===== src/rtl/mahf_pkg.sv =====
`timescale 1ns / 1ps
// Package for the MAC address hash filter: widths, CRC constants, XOR masks and the update type.
package mahf_pkg;

	localparam int AddrW       = 48;
	localparam int TableBits   = 64;
	localparam int PosW        = 6;
	localparam int HashIdxW    = 6;
	localparam int HashBitsMax = 8;
	localparam int CrcW        = 32;

	localparam logic [CrcW-1:0] CrcPoly = 32'hEDB8_8320;
	localparam logic [CrcW-1:0] CrcInit = 32'hFFFF_FFFF;

	typedef logic [CrcW-1:0][AddrW-1:0] crc_mask_t;

	// Table update carried from the pipeline control to the table registers.
	typedef struct packed {
		logic            load;
		logic            start;
		logic            used;
		logic            group;
		logic [PosW-1:0] pos;
	} tbl_upd_t;

	// Bit-serial reflected CRC over the six address bytes, first wire byte first.
	// It is only ever evaluated on constants, to build the masks below.
	function automatic logic [CrcW-1:0] crc48(input logic [AddrW-1:0] addr,
			input logic [CrcW-1:0] init);
		logic [CrcW-1:0] crc;
		crc = init;
		for (int b = 0; b < AddrW / 8; b++) begin
			crc[7:0] = crc[7:0] ^ addr[AddrW-1-8*b -: 8];
			for (int j = 0; j < 8; j++) begin
				crc = crc[0] ? ((crc >> 1) ^ CrcPoly) : (crc >> 1);
			end
		end
		return crc;
	endfunction

	// Row j gives the address bits whose parity feeds CRC bit j.
	function automatic crc_mask_t crc_masks();
		crc_mask_t       m;
		logic [CrcW-1:0] col;
		m = '0;
		for (int k = 0; k < AddrW; k++) begin
			col = crc48(AddrW'(1) << k, '0);
			for (int j = 0; j < CrcW; j++) begin
				m[j][k] = col[j];
			end
		end
		return m;
	endfunction

	localparam crc_mask_t       CrcMask   = crc_masks();
	localparam logic [CrcW-1:0] CrcPreset = crc48('0, CrcInit);

endpackage


===== src/rtl/mahf_in_if.sv =====
`timescale 1ns / 1ps
// Interface for the address entry channel.
interface mahf_in_if;
	import mahf_pkg::*;

	logic             valid;
	logic             ready;
	logic [AddrW-1:0] mac_addr;
	logic             in_use;
	logic             start_list;

	modport source (output valid, mac_addr, in_use, start_list, input ready);
	modport sink (input valid, mac_addr, in_use, start_list, output ready);
endinterface


===== src/rtl/mahf_out_if.sv =====
`timescale 1ns / 1ps
// Interface for the hash result channel.
interface mahf_out_if;
	import mahf_pkg::*;

	logic                 valid;
	logic                 ready;
	logic [HashIdxW-1:0]  hash_index;
	logic                 is_group;
	logic [TableBits-1:0] unicast_table;
	logic [TableBits-1:0] multicast_table;

	modport source (output valid, hash_index, is_group, unicast_table, multicast_table,
		input ready);
	modport sink (input valid, hash_index, is_group, unicast_table, multicast_table,
		output ready);
endinterface


===== src/rtl/mac_address_hash_filter_core.sv =====
`timescale 1ns / 1ps
// Top level of the MAC address hash filter: input stage, hash network, tables, result stage.
//
//  channel | dir | word carries
//  --------+-----+-----------------------------------------------------------
//  entry   | in  | mac_addr (48), in_use, start_list
//  result  | out | hash_index (6), is_group, unicast_table (64), multicast_table (64)
//
// Each word is registered in the input stage and then moves into the result stage, so one
// word is taken in every cycle while results are taken.
// The CRC is a flat XOR network of constant masks, one parity tree per index bit, which sets
// the path from the input stage to the table and result registers.
// Reset clears both tables and the valid flags of both stages.
// When the result is not taken, the input stage still takes one word and then holds it.
module mac_address_hash_filter_core #(
	parameter int HASH_BITS = 6
) (
	input  logic        clk,
	input  logic        arst_n,
	mahf_in_if.sink     entry,
	mahf_out_if.source  result
);
	import mahf_pkg::*;

	// Input stage.
	logic             valid_s1;
	logic [AddrW-1:0] addr_s1;
	logic             in_use_s1;
	logic             start_s1;

	// Result stage; the tables themselves double as its table fields.
	logic                out_valid_q;
	logic [HashIdxW-1:0] hash_index_q;
	logic                is_group_q;

	logic                 advance;
	logic [HASH_BITS-1:0] idx;
	logic [HashBitsMax-1:0] idx_ext;
	logic                 group;
	tbl_upd_t             upd;

	// The input stage moves on whenever the result stage is empty or being emptied.
	assign advance     = valid_s1 && (!out_valid_q || result.ready);
	assign entry.ready = !valid_s1 || advance;

	always_ff @(posedge clk or negedge arst_n) begin
		if (!arst_n) begin
			valid_s1 <= 1'b0;
		end else if (entry.ready) begin
			valid_s1 <= entry.valid;
		end
	end

	always_ff @(posedge clk) begin
		if (entry.ready && entry.valid) begin
			addr_s1   <= entry.mac_addr;
			in_use_s1 <= entry.in_use;
			start_s1  <= entry.start_list;
		end
	end

	mahf_crc_hash #(
		.HASH_BITS(HASH_BITS)
	) u_hash (
		.addr (addr_s1),
		.idx  (idx),
		.group(group)
	);

	// An index narrower than six bits is zero-extended; a wider one keeps its low six bits.
	assign idx_ext = HashBitsMax'(idx);

	always_comb begin
		upd.load  = advance;
		upd.start = start_s1;
		upd.used  = in_use_s1;
		upd.group = group;
		upd.pos   = idx_ext[PosW-1:0];
	end

	mahf_tables u_tables (
		.clk        (clk),
		.arst_n     (arst_n),
		.upd        (upd),
		.unicast_q  (result.unicast_table),
		.multicast_q(result.multicast_table)
	);

	always_ff @(posedge clk or negedge arst_n) begin
		if (!arst_n) begin
			out_valid_q <= 1'b0;
		end else if (advance) begin
			out_valid_q <= 1'b1;
		end else if (result.ready) begin
			out_valid_q <= 1'b0;
		end
	end

	always_ff @(posedge clk) begin
		if (advance) begin
			hash_index_q <= idx_ext[HashIdxW-1:0];
			is_group_q   <= group;
		end
	end

	assign result.valid      = out_valid_q;
	assign result.hash_index = hash_index_q;
	assign result.is_group   = is_group_q;

	// A waiting result must not see its tables change underneath it.
	a_tables_hold: assert property (@(posedge clk) disable iff (!arst_n)
		out_valid_q && !result.ready |=>
		$stable(result.unicast_table) && $stable(result.multicast_table))
		else $error("tables changed while the result was stalled");

	// A word in the input stage that cannot move on is kept for the next cycle.
	a_s1_hold: assert property (@(posedge clk) disable iff (!arst_n)
		valid_s1 && !advance |=> valid_s1 && $stable(addr_s1))
		else $error("input stage dropped a waiting word");

	// Every move into the result stage leaves a valid result.
	a_out_fill: assert property (@(posedge clk) disable iff (!arst_n)
		advance |=> out_valid_q)
		else $error("result stage empty after a move");
endmodule


===== src/rtl/mahf_crc_hash.sv =====
`timescale 1ns / 1ps
// Parallel CRC-32 XOR network giving the hash index and group flag of one address.
module mahf_crc_hash #(
	parameter int HASH_BITS = 6
) (
	input  logic [mahf_pkg::AddrW-1:0] addr,
	output logic [HASH_BITS-1:0]       idx,
	output logic                       group
);
	import mahf_pkg::*;

	// Each index bit is a preset constant XOR the parity of a masked address.
	always_comb begin
		for (int i = 0; i < HASH_BITS; i++) begin
			idx[i] = CrcPreset[CrcW-HASH_BITS+i] ^ (^(addr & CrcMask[CrcW-HASH_BITS+i]));
		end
	end

	assign group = addr[AddrW-8];
endmodule


===== src/rtl/mahf_tables.sv =====
`timescale 1ns / 1ps
// Unicast and multicast hash table registers with clear and set logic.
module mahf_tables (
	input  logic                           clk,
	input  logic                           arst_n,
	input  mahf_pkg::tbl_upd_t             upd,
	output logic [mahf_pkg::TableBits-1:0] unicast_q,
	output logic [mahf_pkg::TableBits-1:0] multicast_q
);
	import mahf_pkg::*;

	logic [TableBits-1:0] uni_base, mc_base, set_bit, uni_nxt, mc_nxt;

	always_comb begin
		uni_base = upd.start ? '0 : unicast_q;
		mc_base  = upd.start ? '0 : multicast_q;
		set_bit  = TableBits'(1) << upd.pos;
		uni_nxt  = uni_base | ((upd.used && !upd.group) ? set_bit : '0);
		mc_nxt   = mc_base | ((upd.used && upd.group) ? set_bit : '0);
	end

	always_ff @(posedge clk or negedge arst_n) begin
		if (!arst_n) begin
			unicast_q   <= '0;
			multicast_q <= '0;
		end else if (upd.load) begin
			unicast_q   <= uni_nxt;
			multicast_q <= mc_nxt;
		end
	end

	// Without a start flag the tables only ever gain bits.
	a_monotonic: assert property (@(posedge clk) disable iff (!arst_n)
		upd.load && !upd.start |=>
		((unicast_q & $past(unicast_q)) == $past(unicast_q)) &&
		((multicast_q & $past(multicast_q)) == $past(multicast_q)))
		else $error("hash table lost a bit without a start flag");

	// A start with an unused entry leaves both tables empty.
	a_clear: assert property (@(posedge clk) disable iff (!arst_n)
		upd.load && upd.start && !upd.used |=> unicast_q == '0 && multicast_q == '0)
		else $error("start flag did not clear the tables");
endmodule

===== src/flat_wrapper.sv =====
// flat-port wrapper written by rule: the top's interface ports become plain ports
module mac_address_hash_filter_core_flat import mahf_pkg::*;
#(
	parameter int HASH_BITS = 6
)
  (clk, arst_n, entry_valid, entry_mac_addr, entry_in_use, entry_start_list, entry_ready, result_valid, result_hash_index, result_is_group, result_unicast_table, result_multicast_table, result_ready);
  mahf_in_if entry_i ();
  mahf_out_if result_i ();
  input  logic clk;
  input  logic arst_n;
  input wire logic [$bits(entry_i.valid)-1:0] entry_valid;
  input wire logic [$bits(entry_i.mac_addr)-1:0] entry_mac_addr;
  input wire logic [$bits(entry_i.in_use)-1:0] entry_in_use;
  input wire logic [$bits(entry_i.start_list)-1:0] entry_start_list;
  output wire logic [$bits(entry_i.ready)-1:0] entry_ready;
  output wire logic [$bits(result_i.valid)-1:0] result_valid;
  output wire logic [$bits(result_i.hash_index)-1:0] result_hash_index;
  output wire logic [$bits(result_i.is_group)-1:0] result_is_group;
  output wire logic [$bits(result_i.unicast_table)-1:0] result_unicast_table;
  output wire logic [$bits(result_i.multicast_table)-1:0] result_multicast_table;
  input wire logic [$bits(result_i.ready)-1:0] result_ready;
  assign entry_i.valid = entry_valid;
  assign entry_i.mac_addr = entry_mac_addr;
  assign entry_i.in_use = entry_in_use;
  assign entry_i.start_list = entry_start_list;
  assign entry_ready = entry_i.ready;
  assign result_valid = result_i.valid;
  assign result_hash_index = result_i.hash_index;
  assign result_is_group = result_i.is_group;
  assign result_unicast_table = result_i.unicast_table;
  assign result_multicast_table = result_i.multicast_table;
  assign result_i.ready = result_ready;
  mac_address_hash_filter_core #(.HASH_BITS(HASH_BITS)) u_core (.clk(clk), .arst_n(arst_n), .entry(entry_i), .result(result_i));
endmodule

===== config.mk =====
export PLATFORM = sky130hd
export DESIGN_NAME = mac_address_hash_filter_core_flat
export DESIGN_NICKNAME = d
export VERILOG_FILES = /design/src/rtl/mahf_pkg.sv /design/src/rtl/mahf_in_if.sv /design/src/rtl/mahf_out_if.sv /design/src/rtl/mac_address_hash_filter_core.sv /design/src/rtl/mahf_crc_hash.sv /design/src/rtl/mahf_tables.sv /design/src/flat_wrapper.sv
export SDC_FILE = /design/constraint.sdc
export NUM_CORES = 1
export LEC_CHECK = 0
export BUFFER_PORTS_ARGS = -buffer_cell sky130_fd_sc_hd__buf_2
export CAP_MARGIN = 10
export CORE_UTILIZATION = 45
export CTS_CLUSTER_DIAMETER = 80
export DETAILED_ROUTE_END_ITERATION = 6
export GPL_TIMING_DRIVEN = 0
export PLACE_DENSITY = 0.71
export RECOVER_POWER = 50
export SLEW_MARGIN = 20
export SYNTH_ARGS = -nofsm -noshare
export SYNTH_HDL_FRONTEND = slang
export SYNTH_HIERARCHICAL = 1
export SYNTH_SLANG_ARGS = --single-unit

===== constraint.sdc =====
create_clock -name clk -period 8.6 [get_ports clk]
set_input_delay 1.72 -clock clk [delete_from_list [all_inputs] [get_ports clk]]
set_output_delay 1.72 -clock clk [all_outputs]
set_load 0.05 [all_outputs]

Yosys cells after proc, flatten, opt, wreduce, memory -nomap -nowiden
Index checks and enable logic that the tools add are counted.

word-level totals
  register bits after elaboration = 187
  bits of input ports = 54
  output and inout port bits = 137
  word-level logic and storage cells = 37

cells by class
  shift operators = 1
  mux-type cells = 6
  bitwise operators = 5
  reductions and logical operators = 16

operators by type and width
  cell                                               count
  XOR reduction 48 bit                               6
  two-way mux 64 bit                                 4
  bitwise OR 64 bit                                  2
  << shifter 1 x 6 -> 64 bit (first input constant)  1
  logical AND 1 bit                                  4
  zero test 1 bit                                    3
  NOT 1 bit                                          3
  logical OR 1 bit                                   2
  two-way mux 1 bit                                  2
  nonzero test 2 bit                                 1

Depth between registers and ports, before layout
  depth in word-level cells = 5
  depth in mapped cells = 8
  mapped depth without buffers = 6

By module
The synthesis kept the hierarchy.

by module, submodules not included
  module                        instances  cells an instance  area an instance (sq um)  seq. area each (sq um)
  mahf_tables                   1          462                5333.9                    3203.1
  mac_address_hash_filter_core  1          65                 1815.5                    1761.7
  mahf_crc_hash                 1          59                 732.0                     0.0

Worst setup path before layout
No wires, ideal clock.

  path type = input port to output port
  from = in result_ready
  to = out entry_ready
  arrival time = 1.964 ns
  required time = 6.880 ns
  setup slack = 4.916 ns
  stages on the path = 1
  path buffers = 0
  cells stage by stage = nand3b_4

between the ends
  longest elaborated chain between the ends = 3

ends and longest elaborated chain
  element             line                                text
  start: declaration  flat_wrapper.sv:21                  input wire logic [$bits(result_i.ready)-1:0] result_ready;
  logical OR 1 bit    mac_address_hash_filter_core.sv:43  assign advance = valid_s1 && (!out_valid_q || result.ready);
  logical AND 1 bit   mac_address_hash_filter_core.sv:43
  logical OR 1 bit    mac_address_hash_filter_core.sv:44  assign entry.ready = !valid_s1 || advance;
  end: declaration    flat_wrapper.sv:15                  output wire logic [$bits(entry_i.ready)-1:0] entry_ready;

No other way between the ends.

Final worst setup path
  from = in result_ready
  to = reg u_core.addr_s1[5] (enable)

between the ends
  longest elaborated chain between the ends = 4

ends and longest elaborated chain
  element                 line                                text
  logical OR 1 bit        mac_address_hash_filter_core.sv:43
  logical AND 1 bit       mac_address_hash_filter_core.sv:43
  logical OR 1 bit        mac_address_hash_filter_core.sv:44
  logical AND 1 bit       mac_address_hash_filter_core.sv:55  if (entry.ready && entry.valid) begin
  end signal: assignment  mac_address_hash_filter_core.sv:56  addr_s1 <= entry.mac_addr;
  end: declaration        mac_address_hash_filter_core.sv:27  logic [AddrW-1:0] addr_s1;

No other way between the ends.
A chain may end at the register's enable or synchronous reset.

==> qor.tcl <==
set qor(setup.worst_path.class) {in -> reg}
set qor(timing.critical_path.to_type) {flip-flop}
set qor(max_slew_violations) 102
set qor(net_count_after_synthesis) 637
set qor(timing.slew.headroom_pct) -97.0
set qor(starting_density_of_the_core_pct) 46.5
set qor(outcome) {complete, but fails checks}
set qor(clk_pin_slew_worst_paths_ns) 0.07
set qor(post_cts_resize_count) 0
set qor(count_of_max_cap_constraint_violations) 2
set qor(dr_wl_met3_um) 1300
set qor(final-setup-viol-count) 0
set qor(post-place-cells) 991
set qor(place.port_buffers) 187
set qor(grt_start_max_net_pins) 78
set qor(drt-wirelength-per-cell_um) 18.9
set qor(clockRootBuffer) {sky130_fd_sc_hd__clkbuf_16}
set qor(layoutNonFillerInstCount) 1023
set qor(mappedNetlistArea_um2) 7790
set qor(final_antenna_net_count) 0
set qor(h-tree-depth) 4
set qor(number_of_buffers_inserted_during_clock_tree_synthesis) 17
set qor(finalWeightedCongestion) 0.778
set qor(area_growth_syn_to_layout_pct) 23.3
set qor(wl_met2_um) 9070
set qor(antenna_found_initial) 0
set qor(cts.repair_timing.setup_buffer_count) 0
set qor(die_w_um) 134
set qor(yosysWarnings) 6
set qor(drc) 0
set qor(static-leakage-power_nw) 4.20
set qor(critical_path.max_fanout) 47
set qor(synth_cells) 583
set qor(fin_worst_hold_slack_ns) 0.496
set qor(highest-signal-layer) {met4}
set qor(rows) 47
set qor(syn_area_per_cell_um2) 13.4
set qor(place.detailed.hpwl_um) 13400
set qor(overflow) 0
set qor(sequential_cell_area_um2) 4870
set qor(tritoncts) {built}
set qor(coreArea_um2) 16800
set qor(worst_ep_required_time_ns) 8.58
set qor(violations) {max-capacitance violations, max-slew violations}
set qor(floorplan.die.height_um) 134
set qor(worst_clock_skew_ns) 0.00981
set qor(critical_path_arrival_ns) 4.07
set qor(finalHoldViolations) 0
set qor(setup_ws_ns) 4.51
set qor(multi_input_area_um2) 2180
set qor(p_per_area_nw_per_um2) 358
set qor(tritoncts_num_sinks) 184
set qor(final.period_utilization_pct) 47.6
set qor(insertedDiodeCount) 0
set qor(grt_first_pass_wirelength_um) 30000
set qor(drt-initial-drc-count) 395
set qor(design.final.nets) 844
set qor(hold_class) {reg -> reg}
set qor(vdd_ir_drop_max_mv) 0.187
set qor(global_route.usage.total_pct) 22.4
set qor(ios) 191
set qor(tightest_slew_ns) 2.96
set qor(die-area_um2) 17800
set qor(nFillCells) 1434
set qor(max-clock-path-buffers) 2
set qor(critical_path.startpoint_type) {primary input}
set qor(timing.setup.tns_ns) 0
set qor(detail_route.wirelength.met1_um) 8540
set qor(pre_cts_ws_ns) 4.69
set qor(first_pass_iteration_count_of_the_detailed_router) 5
set qor(cts-hold-fix-buffers) 0
set qor(drive_above_1_share_pct) 28.6
set qor(route.final.wire_length_um) 19300
set qor(fmaxAchievable_ghz) 0.244
set qor(detailroute.via_count) 5484
set qor(clock_latency_ns) 0.42
set qor(grt_setup_unrepaired) {false}
set qor(grt_pass1_vias) 5363
set qor(routed_via_density) 5.36
set qor(min_period_ns) 4.09
-- final timing paths --
| path | cells past startpoint | endpoint | slack (ns) | start |
|---|---|---|---|---|
| setup / recovery | 3 | u_core/addr_s1[5] | 4.51 | result_ready |
| hold / removal | 1 | u_core/result.valid | 0.50 | u_core/valid_s1 |
| setup reg to reg | 7 | u_core/u_tables/unicast_q[4] | 5.29 | u_core/addr_s1[43] |
| hold reg to reg | 1 | u_core/result.valid | 0.50 | u_core/valid_s1 |
| max in group asynchronous | 1 | u_core/u_tables/multicast_q[0] | 4.67 | arst_n |
| min in group asynchronous | 1 | u_core/u_tables/unicast_q[49] | 2.24 | arst_n |
-- power by group --
part / switching [mW] / internal (mW)
Combinational: 1.17 / 0.371
Sequential: 0.0579 / 1.03
Clock: 0.347 / 0.466
Total: 1.58 / 1.87
-- metal layers --
layer | global-route usage (%) | vias to the layer above
met2 | 34.3 | 235
li1 | - | 2506
met1 | 31.1 | 2714
met4 | 8.14 | 0
met3 | 5.25 | 29
met5 | 0 | -
-- critical path, cell delays in order --
cell and delay [ns]:
sky130_fd_sc_hd__buf_2 0.08, sky130_fd_sc_hd__nand3b_1 0.13, sky130_fd_sc_hd__and2_0 2.11
-- cells in the final DEF (no fill, tap or decap) --
cell type                    instances
sky130_fd_sc_hd__clkinv_4            1
sky130_fd_sc_hd__nand3_1             1
sky130_fd_sc_hd__nand4_1             1
sky130_fd_sc_hd__inv_1             128
sky130_fd_sc_hd__buf_16              1
sky130_fd_sc_hd__inv_6               5
sky130_fd_sc_hd__and2_1              1
sky130_fd_sc_hd__xor2_1              8
sky130_fd_sc_hd__buf_6               3
sky130_fd_sc_hd__nand4b_1            4
sky130_fd_sc_hd__or4_4               1
sky130_fd_sc_hd__nand2_1             1
sky130_fd_sc_hd__nand4bb_1           6
sky130_fd_sc_hd__inv_4               1
sky130_fd_sc_hd__clkinv_2            2
sky130_fd_sc_hd__xnor3_1            12
sky130_fd_sc_hd__buf_1               8
sky130_fd_sc_hd__xor3_1              2
sky130_fd_sc_hd__bufinv_16           3
sky130_fd_sc_hd__dfrtp_1           130
sky130_fd_sc_hd__o32ai_1           116
sky130_fd_sc_hd__xnor2_4             1
sky130_fd_sc_hd__or4b_4              1
sky130_fd_sc_hd__or4b_1              3
sky130_fd_sc_hd__clkinvlp_4          1
sky130_fd_sc_hd__inv_8               2
sky130_fd_sc_hd__nand3b_1            2
sky130_fd_sc_hd__nand2b_1            5
sky130_fd_sc_hd__clkbuf_16          17
sky130_fd_sc_hd__or2_2               1
sky130_fd_sc_hd__o32ai_2            12
sky130_fd_sc_hd__edfxtp_1           54
sky130_fd_sc_hd__xnor2_1            35
sky130_fd_sc_hd__clkbuf_1           54
sky130_fd_sc_hd__buf_2             178
sky130_fd_sc_hd__and2_0              2
-- through the flow --
stage	area, um2	power, mW	utilization [%]
6_report	9610	3.44	57.3
5_1_grt	9610	3.59	57.3
4_1_cts	9650	3.45	57.6
3_5_place_dp	9040	2.63	53.9
3_3_place_gp	9000	2.63	53.7
2_1_floorplan	7790	2.17	-
-- registers in the layout, indices dropped and copies added (netlist names) --
name	count
u_core/in_use_s1	1
u_core/start_s1	1
u_core/addr_s1	45
u_core/valid_s1	1
u_core/result.hash_index	6
u_core/u_tables/unicast_q	64
u_core/result.valid	1
u_core/u_tables/multicast_q	64
u_core/result.is_group	1
-- layout make-up --
type | count | share of cell area (%)
clock buffers | 17 | 4.43
flip-flops and latches | 184 | 50.7
inverters | 128 | 5.00
multi-input cells | 215 | 22.7
plain buffers | 56 | 2.47
well taps | 220 | 2.87
clock inverters | 15 | 1.97
repair buffers | 188 | 9.86
Note: power is estimated with default switching activity, not from simulation.
